### src/design/eqp_pkg.sv
`timescale 1ns / 1ps
// ----------------------------------------------------------------------------
// Edge qualify pulse package
// Widths, reset values, phase codes and register indexes shared by the
// three-channel edge qualify pulse block.
// ----------------------------------------------------------------------------
package eqp_pkg;

	localparam int NUM_CHANNELS = 3;
	localparam int QUAL_W       = 8;
	localparam int PULSE_W      = 10;
	localparam int COUNT_W      = 10;
	localparam int PHASE_W      = 2;
	localparam int CHAN_W       = 2;
	localparam int PADDR_W      = 3;
	localparam int PDATA_W      = 32;

	localparam logic [QUAL_W-1:0]   QUALIFY_TICKS_RESET = 8'd5;
	localparam logic [PULSE_W-1:0]  PULSE_TICKS_RESET   = 10'd10;
	localparam logic [COUNT_W-1:0]  COUNT_MAX           = 10'd1023;
	localparam logic [COUNT_W-1:0]  COUNT_ONE           = 10'd1;

	// Phase codes.
	localparam logic [PHASE_W-1:0] PHASE_IDLE  = 2'd0;
	localparam logic [PHASE_W-1:0] PHASE_QUAL  = 2'd1;
	localparam logic [PHASE_W-1:0] PHASE_PULSE = 2'd2;

	// Channel codes.
	localparam logic [CHAN_W-1:0] CHAN_ONE   = 2'd0;
	localparam logic [CHAN_W-1:0] CHAN_TWO   = 2'd1;
	localparam logic [CHAN_W-1:0] CHAN_THREE = 2'd2;

	// Register indexes, taken from paddr bit 2.
	localparam logic REG_QUALIFY_TICKS = 1'b0;
	localparam logic REG_PULSE_TICKS   = 1'b1;

endpackage

### src/design/edge_qualify_pulse_three_channel.sv
`timescale 1ns / 1ps
// The result of each accepted item is registered straight into the output register.
// Throughput: one item per clock; an item is taken when the output register is empty or
// its result leaves in the same cycle, so a waiting result holds off the input.
// The per-tick sequencer and counters update in the accept cycle, so nothing else limits the rate.
// Reset (arst_n low, asynchronous): edge flags, snapshot and phase clear, counters go to zero,
// qualify_ticks returns to 5 and pulse_ticks to 10, and the output register empties.
// ----------------------------------------------------------------------------
// Edge qualify pulse, three channels
// Latches rising edges of three detect levels, qualifies each latched channel
// for a programmable number of ticks and then drives its mapped hit output and
// the LED for a programmable number of ticks.
// ----------------------------------------------------------------------------
module edge_qualify_pulse_three_channel (
	input  logic                         clk,
	input  logic                         arst_n,
	// Tick items in.
	input  logic                         in_valid,
	output logic                         in_ready,
	input  logic                         level_one,
	input  logic                         level_two,
	input  logic                         level_three,
	// Result items out.
	output logic                         out_valid,
	input  logic                         out_ready,
	output logic                         hit_one,
	output logic                         hit_two,
	output logic                         hit_three,
	output logic                         led_on,
	output logic                         busy_res,
	// Configuration port.
	input  logic                         psel,
	input  logic                         penable,
	input  logic                         pwrite,
	input  logic [eqp_pkg::PADDR_W-1:0]  paddr,
	input  logic [eqp_pkg::PDATA_W-1:0]  pwdata,
	output logic [eqp_pkg::PDATA_W-1:0]  prdata,
	output logic                         pready
);

	// ------------------------------------------------------------------
	// Configuration registers. Writes complete in the access phase; the
	// port never stalls.
	// ------------------------------------------------------------------
	logic [eqp_pkg::QUAL_W-1:0]  qualify_ticks_q;
	logic [eqp_pkg::PULSE_W-1:0] pulse_ticks_q;
	logic                        cfg_write;

	assign pready    = 1'b1;
	assign cfg_write = psel & penable & pwrite & pready;

	always_ff @(posedge clk or negedge arst_n) begin
		if (!arst_n) begin
			qualify_ticks_q <= eqp_pkg::QUALIFY_TICKS_RESET;
			pulse_ticks_q   <= eqp_pkg::PULSE_TICKS_RESET;
		end else if (cfg_write) begin
			if (paddr[2] == eqp_pkg::REG_QUALIFY_TICKS) begin
				qualify_ticks_q <= pwdata[eqp_pkg::QUAL_W-1:0];
			end else begin
				pulse_ticks_q <= pwdata[eqp_pkg::PULSE_W-1:0];
			end
		end
	end

	always_comb begin
		prdata = '0;
		if (paddr[2] == eqp_pkg::REG_QUALIFY_TICKS) begin
			prdata[eqp_pkg::QUAL_W-1:0] = qualify_ticks_q;
		end else begin
			prdata[eqp_pkg::PULSE_W-1:0] = pulse_ticks_q;
		end
	end

	// ------------------------------------------------------------------
	// Handshake. The output register is the only buffer; a new item is
	// taken whenever that register is empty or is being emptied.
	// ------------------------------------------------------------------
	logic accept;

	assign in_ready = !out_valid || out_ready;
	assign accept   = in_valid && in_ready;

	// ------------------------------------------------------------------
	// Tick state.
	// ------------------------------------------------------------------
	logic [eqp_pkg::NUM_CHANNELS-1:0] prev_levels_q;
	logic [eqp_pkg::NUM_CHANNELS-1:0] pending_q;
	logic [eqp_pkg::NUM_CHANNELS-1:0] snapshot_q;
	logic [eqp_pkg::PHASE_W-1:0]      phase_q;
	logic [eqp_pkg::CHAN_W-1:0]       active_q;
	logic [eqp_pkg::COUNT_W-1:0]      count_q;

	logic [eqp_pkg::NUM_CHANNELS-1:0] levels;
	logic [eqp_pkg::NUM_CHANNELS-1:0] pending_edges;
	logic [eqp_pkg::NUM_CHANNELS-1:0] work_snapshot;
	logic [eqp_pkg::NUM_CHANNELS-1:0] pending_d;
	logic [eqp_pkg::NUM_CHANNELS-1:0] snapshot_d;
	logic [eqp_pkg::PHASE_W-1:0]      phase_d;
	logic [eqp_pkg::CHAN_W-1:0]       active_d;
	logic [eqp_pkg::COUNT_W-1:0]      count_d;
	logic [eqp_pkg::COUNT_W-1:0]      count_inc;
	logic                             active_level;
	logic [eqp_pkg::CHAN_W-1:0]       first_chan;
	logic                             first_level;

	assign levels        = {level_three, level_two, level_one};
	// Rising edges join the pending set first, so an edge can be served
	// on the tick it arrives.
	assign pending_edges = pending_q | (levels & ~prev_levels_q);
	// A stored count never passes COUNT_MAX in the qualify phase.
	assign count_inc     = (count_q < eqp_pkg::COUNT_MAX) ? count_q + eqp_pkg::COUNT_ONE
	                                                      : count_q;

	// Level of the channel under service; an unused channel code reads low.
	always_comb begin
		case (active_q)
			eqp_pkg::CHAN_ONE:   active_level = levels[0];
			eqp_pkg::CHAN_TWO:   active_level = levels[1];
			eqp_pkg::CHAN_THREE: active_level = levels[2];
			default:             active_level = 1'b0;
		endcase
	end

	// When the snapshot is empty in the idle phase it takes all pending
	// edges; the lowest numbered channel in it is served first.
	assign work_snapshot = (snapshot_q == '0) ? pending_edges : snapshot_q;

	always_comb begin
		if (work_snapshot[0]) begin
			first_chan  = eqp_pkg::CHAN_ONE;
			first_level = levels[0];
		end else if (work_snapshot[1]) begin
			first_chan  = eqp_pkg::CHAN_TWO;
			first_level = levels[1];
		end else begin
			first_chan  = eqp_pkg::CHAN_THREE;
			first_level = levels[2];
		end
	end

	always_comb begin
		pending_d  = pending_edges;
		snapshot_d = snapshot_q;
		phase_d    = phase_q;
		active_d   = active_q;
		count_d    = count_q;
		unique case (phase_q)
			eqp_pkg::PHASE_QUAL: begin
				// Any low sample ends the attempt with the outputs off.
				if (!active_level) begin
					phase_d = eqp_pkg::PHASE_IDLE;
					count_d = '0;
				end else if (count_inc >= {2'b00, qualify_ticks_q}) begin
					phase_d = eqp_pkg::PHASE_PULSE;
					count_d = eqp_pkg::COUNT_ONE;
				end else begin
					count_d = count_inc;
				end
			end
			eqp_pkg::PHASE_PULSE: begin
				if (count_q >= pulse_ticks_q) begin
					phase_d = eqp_pkg::PHASE_IDLE;
					count_d = '0;
				end else begin
					count_d = count_q + eqp_pkg::COUNT_ONE;
				end
			end
			default: begin
				// Idle, and the unused code behaves as idle.
				phase_d = eqp_pkg::PHASE_IDLE;
				if (snapshot_q == '0) begin
					pending_d = '0;
				end
				snapshot_d = work_snapshot;
				if (work_snapshot != '0) begin
					snapshot_d[first_chan] = 1'b0;
					active_d               = first_chan;
					count_d                = '0;
					if (first_level) begin
						phase_d = eqp_pkg::PHASE_QUAL;
					end
				end
			end
		endcase
	end

	always_ff @(posedge clk or negedge arst_n) begin
		if (!arst_n) begin
			prev_levels_q <= '0;
			pending_q     <= '0;
			snapshot_q    <= '0;
			phase_q       <= eqp_pkg::PHASE_IDLE;
			active_q      <= eqp_pkg::CHAN_ONE;
			count_q       <= '0;
		end else if (accept) begin
			prev_levels_q <= levels;
			pending_q     <= pending_d;
			snapshot_q    <= snapshot_d;
			phase_q       <= phase_d;
			active_q      <= active_d;
			count_q       <= count_d;
		end
	end

	// ------------------------------------------------------------------
	// Result register. Hit mapping is crossed: channel 1 drives hit_two
	// and channel 2 drives hit_one; channel 3 drives hit_three.
	// ------------------------------------------------------------------
	logic pulsing;
	logic hit_one_d;
	logic hit_two_d;
	logic hit_three_d;
	logic out_valid_q;
	logic hit_one_q;
	logic hit_two_q;
	logic hit_three_q;
	logic led_on_q;
	logic busy_q;

	assign pulsing     = (phase_d == eqp_pkg::PHASE_PULSE);
	assign hit_two_d   = pulsing && (active_d == eqp_pkg::CHAN_ONE);
	assign hit_one_d   = pulsing && (active_d == eqp_pkg::CHAN_TWO);
	assign hit_three_d = pulsing && (active_d == eqp_pkg::CHAN_THREE);

	always_ff @(posedge clk or negedge arst_n) begin
		if (!arst_n) begin
			out_valid_q <= 1'b0;
		end else if (in_ready) begin
			out_valid_q <= in_valid;
		end
	end

	always_ff @(posedge clk) begin
		if (accept) begin
			hit_one_q   <= hit_one_d;
			hit_two_q   <= hit_two_d;
			hit_three_q <= hit_three_d;
			led_on_q    <= hit_one_d | hit_two_d | hit_three_d;
			busy_q      <= (phase_d == eqp_pkg::PHASE_QUAL) || pulsing;
		end
	end

	assign out_valid = out_valid_q;
	assign hit_one   = hit_one_q;
	assign hit_two   = hit_two_q;
	assign hit_three = hit_three_q;
	assign led_on    = led_on_q;
	assign busy_res  = busy_q;

endmodule
### config.mk
export PLATFORM = sky130hd
export DESIGN_NAME = edge_qualify_pulse_three_channel
export DESIGN_NICKNAME = d
export VERILOG_FILES = /design/src/design/eqp_pkg.sv /design/src/design/edge_qualify_pulse_three_channel.sv
export SDC_FILE = /design/constraint.sdc
export NUM_CORES = 1
export LEC_CHECK = 0
export ABC_AREA = 1
export CAP_MARGIN = 20
export CORE_MARGIN = 8
export CORE_UTILIZATION = 35
export CTS_CLUSTER_DIAMETER = 150
export DETAILED_ROUTE_END_ITERATION = 6
export DONT_BUFFER_PORTS = 1
export PLACE_DENSITY = 0.56
export SYNTH_ARGS = -nofsm -noshare
export SYNTH_HDL_FRONTEND = slang
export SYNTH_SLANG_ARGS = --single-unit
### constraint.sdc
create_clock -name clk -period 4.05 [get_ports clk]
set_clock_uncertainty 0.15 [all_clocks]
set_input_delay 0.81 -clock clk [delete_from_list [all_inputs] [get_ports clk]]
set_output_delay 0.81 -clock clk [all_outputs]
set_load 0.01 [all_outputs]
==> flow_summary.yaml <==
final_layout:
  antenna_cells: 0
  n_fill_cell: 902
  stdcell_area_um2: 3250
  drive_above_1_share_pct: 7.82
  regArea_um2: 1210
  fin_cells: 517
  final_nets: 475
  multi_input_area_um2: 1530
  area_growth_pct: 2.77
critical_path:
  r2r_slack_ns: 0.61
  critPathBufInv: 1
  slowest_delay_ns: 0.50
  critPathMostFrequentCell: "nand2_1"
  start_kind: "flop"
  worstPathMaxFanout: 9
  timing.rr.end: "hit_two"
  worstPathRequired_ns: 3.95
  cp_slowest_cell: "dfrtp_1"
  cp.arrival_ns: 3.34
  cp_cell_sequence: "ha_1 > nand3_2 > nor2_4 > nand3_4 > xor2_1 > ha_1 > inv_1 > nand2_1 > nand2_1 > nand2_1 > nand2_1 > nand2_1 > a21oi_2 > nand2_1 > nor2_2 > o21ai_2 > and2_1 > ha_1 > nand2_1 > nor2_1"
  r2r_cells: 20
  end_kind: "flop"
  criticalPathCategory: "flop to flop"
  reg2reg_from: "count_q[0]"
  crit_family: "simple AND/OR/NAND/NOR gates"
floorplan:
  core.rowCount: 34
  die_x_um: 111
  die-area_um2: 12300
  die_height_um: 111
  ios: 85
  initial_core_util_pct: 36.2
  core_um2: 8720
synth:
  netlist_instances: 411
  syn_avg_cell_area_um2: 7.69
  yosys_warnings: 0
  yosysUniqueCellTypes: 35
  synth_area_um2: 3160
  ys_ff_latch: 47
  ys_seq_area_share_pct: 38.2
  async_flop_share_pct: 89.4
  synth_edf_count: 5
  ys.flop_type: "dfrtp_1"
place:
  gp_congestion: 0.793
  placed_area_um2: 3140
  dp_cells: 509
  portBuffers: 0
  dp_hpwl_um: 5020
cts:
  cts_hold_buf: 0
  cts_tree: "yes"
  cts_max_level: 2
  numCtsBuffers: 5
  clock_sinks: 47
  ctsLongestPathBuffers: 2
  post_cts_buffers: 0
  clk-insertion-delay-late_ns: 0.30
  cts_resized: 0
  clkTransAtPathRegs_ns: 0.09
  root_buffer: "clkbuf_8"
sta:
  final-max-slew-violation-count: 0
  tightest_slew_ns: 0.582
  rsz0062_at_grt: "no"
  fin_crit_sh_pct: 84.9
  fmax_mhz: 291
  report.final.hold_viol_count: 0
  setup_tns_ns: 0
  maxSlewHeadroom_pct: 61.1
  final.min_clock_period_ns: 3.44
  setup_viol: 0
detailed_routing:
  drcViolationCount: 0
  firstDrtPassIters: 5
  finalWirelength_um: 6430
  ant_nets: 0
  drtIter0Drc: 141
  vias: 2402
  wl_per_cell_um: 12.4
  avgViaCountPerCell: 4.65
power_and_ir_drop:
  total_leakage_power_nw: 1.72
  power.density_nw_per_um2: 446
  ir_drop_v: 0.000177
flow_run:
  max-cap-violations: 0
global_route:
  antenna_found_initial: 0
  grt_pass1_wl_um: 10800
  grt_use_total_pct: 10.3
  overflow: 0
  grt_pass1_vias: 2359
  grt_max_degree: 43
hold_path:
  min_path_type: "input pin to asynchronous set/reset pin"
run_status:
  outcome: "complete, no violations"
==> through the flow <==
step / total power, mW / hold WS [ns] / setup WS [ns] / utilization, %
6_report: 1.45 / 0.0418 / 0.612 / 37.2
2_1_floorplan: 1.06 / 0.298 / 1.04 / -
3_5_place_dp: 1.13 / 0.324 / 0.575 / 36.0
3_3_place_gp: 1.12 / 0.316 / 0.569 / 36.0
4_1_cts: 1.47 / 0.0360 / 0.562 / 37.2
5_1_grt: 1.58 / 0.0252 / 0.314 / 37.2
==> routing by layer <==
metal	part of all wire [%]	global-route usage (%)	routed length, um	vias up
met5	0	0	0	-
met4	1.2	3.02	77	0
met3	4.4	2.49	281	5
met2	48	17.8	3060	55
met1	47	12.4	3010	1094
li1	-	-	-	1248
==> cells in the mapped netlist, types with 3 or more instances <==
cell | n | area share [%]
nand2_2 | 3 | 0.59
a21oi_1 | 10 | 1.6
nand3_1 | 17 | 2.7
o21ai_2 | 3 | 0.83
nand2_1 | 109 | 13
o21ai_1 | 5 | 0.79
clkbuf_1 | 5 | 0.59
o21ai_0 | 43 | 6.8
inv_1 | 68 | 8.1
buf_4 | 23 | 5.5
o211ai_1 | 6 | 1.4
nor2_1 | 19 | 2.3
dfstp_2 | 4 | 3.3
ha_1 | 22 | 8.7
nand4_1 | 5 | 0.99
dfrtp_1 | 38 | 30
edfxtp_1 | 5 | 4.8
==> registers in the layout (all words and copies together), names as in the netlist <==
signal           flops
prev_levels_q        3
phase_q              2
out_valid            1
hit_two              1
active_q             2
snapshot_q           3
pulse_ticks_q       10
hit_three            1
count_q             10
pending_q            3
qualify_ticks_q      8
hit_one              1
led_on               1
busy_res             1
==> cell type report <==
| type | instances | area share, % |
|---|---|---|
| Sequential cell | 47 | 37.1 |
| Clock inverter | 1 | 0.154 |
| Clock buffer | 7 | 3.31 |
| Tap cell | 108 | 4.16 |
| Multi-Input combinational cell | 284 | 47.1 |
| Inverter | 70 | 8.09 |
==> how the worst max path moves through the flow <==
stage	cells past startpoint	startpoint	end	slack (ns)
final	20	count_q[0]	hit_two	0.61
after global routing	20	count_q[0]	hit_two	0.31
after CTS	20	count_q[0]	hit_two	0.56
after detailed placement	20	count_q[0]	hit_two	0.57
after global placement	20	count_q[0]	led_on	0.57
after floorplan	18	count_q[0]	hit_two	1.04
==> layout by cell type (no fill, tap or decap), types with 3 or more instances in the layout <==
cell	netlist	final
nand2_1	109	109
inv_1	68	68
o21ai_0	43	43
dfrtp_1	38	38
conb_1	2	23
ha_1	22	22
nor2_1	19	19
nand3_1	17	17
a21oi_1	10	10
o211ai_1	6	6
clkbuf_8	0	6
nand4_1	5	5
o21ai_1	5	5
edfxtp_1	5	5
dfstp_2	4	4
nand2_2	3	3
o21ai_2	3	3
==> report_power, final <==
| part | switching, mW | internal [mW] |
|---|---|---|
| registers | 0.0541 | 0.569 |
| clock network | 0.159 | 0.175 |
| logic | 0.329 | 0.161 |
==> cells by family (layout without fill, tap and decap cells) <==
family          count (synthesis)  after routing  share of synthesized area, %
simple gates                  164            164                          23.0
buf+inv                       101             78                          15.9
compound gates                 70             70                          12.4
flops                          47             47                          38.2
fa+ha+maj                      22             22                          8.71
xor+xnor                        4              4                          1.11
other cells                     2             23                         0.238
mux                             1              1                         0.475
(Power assumes the default switching activity.)
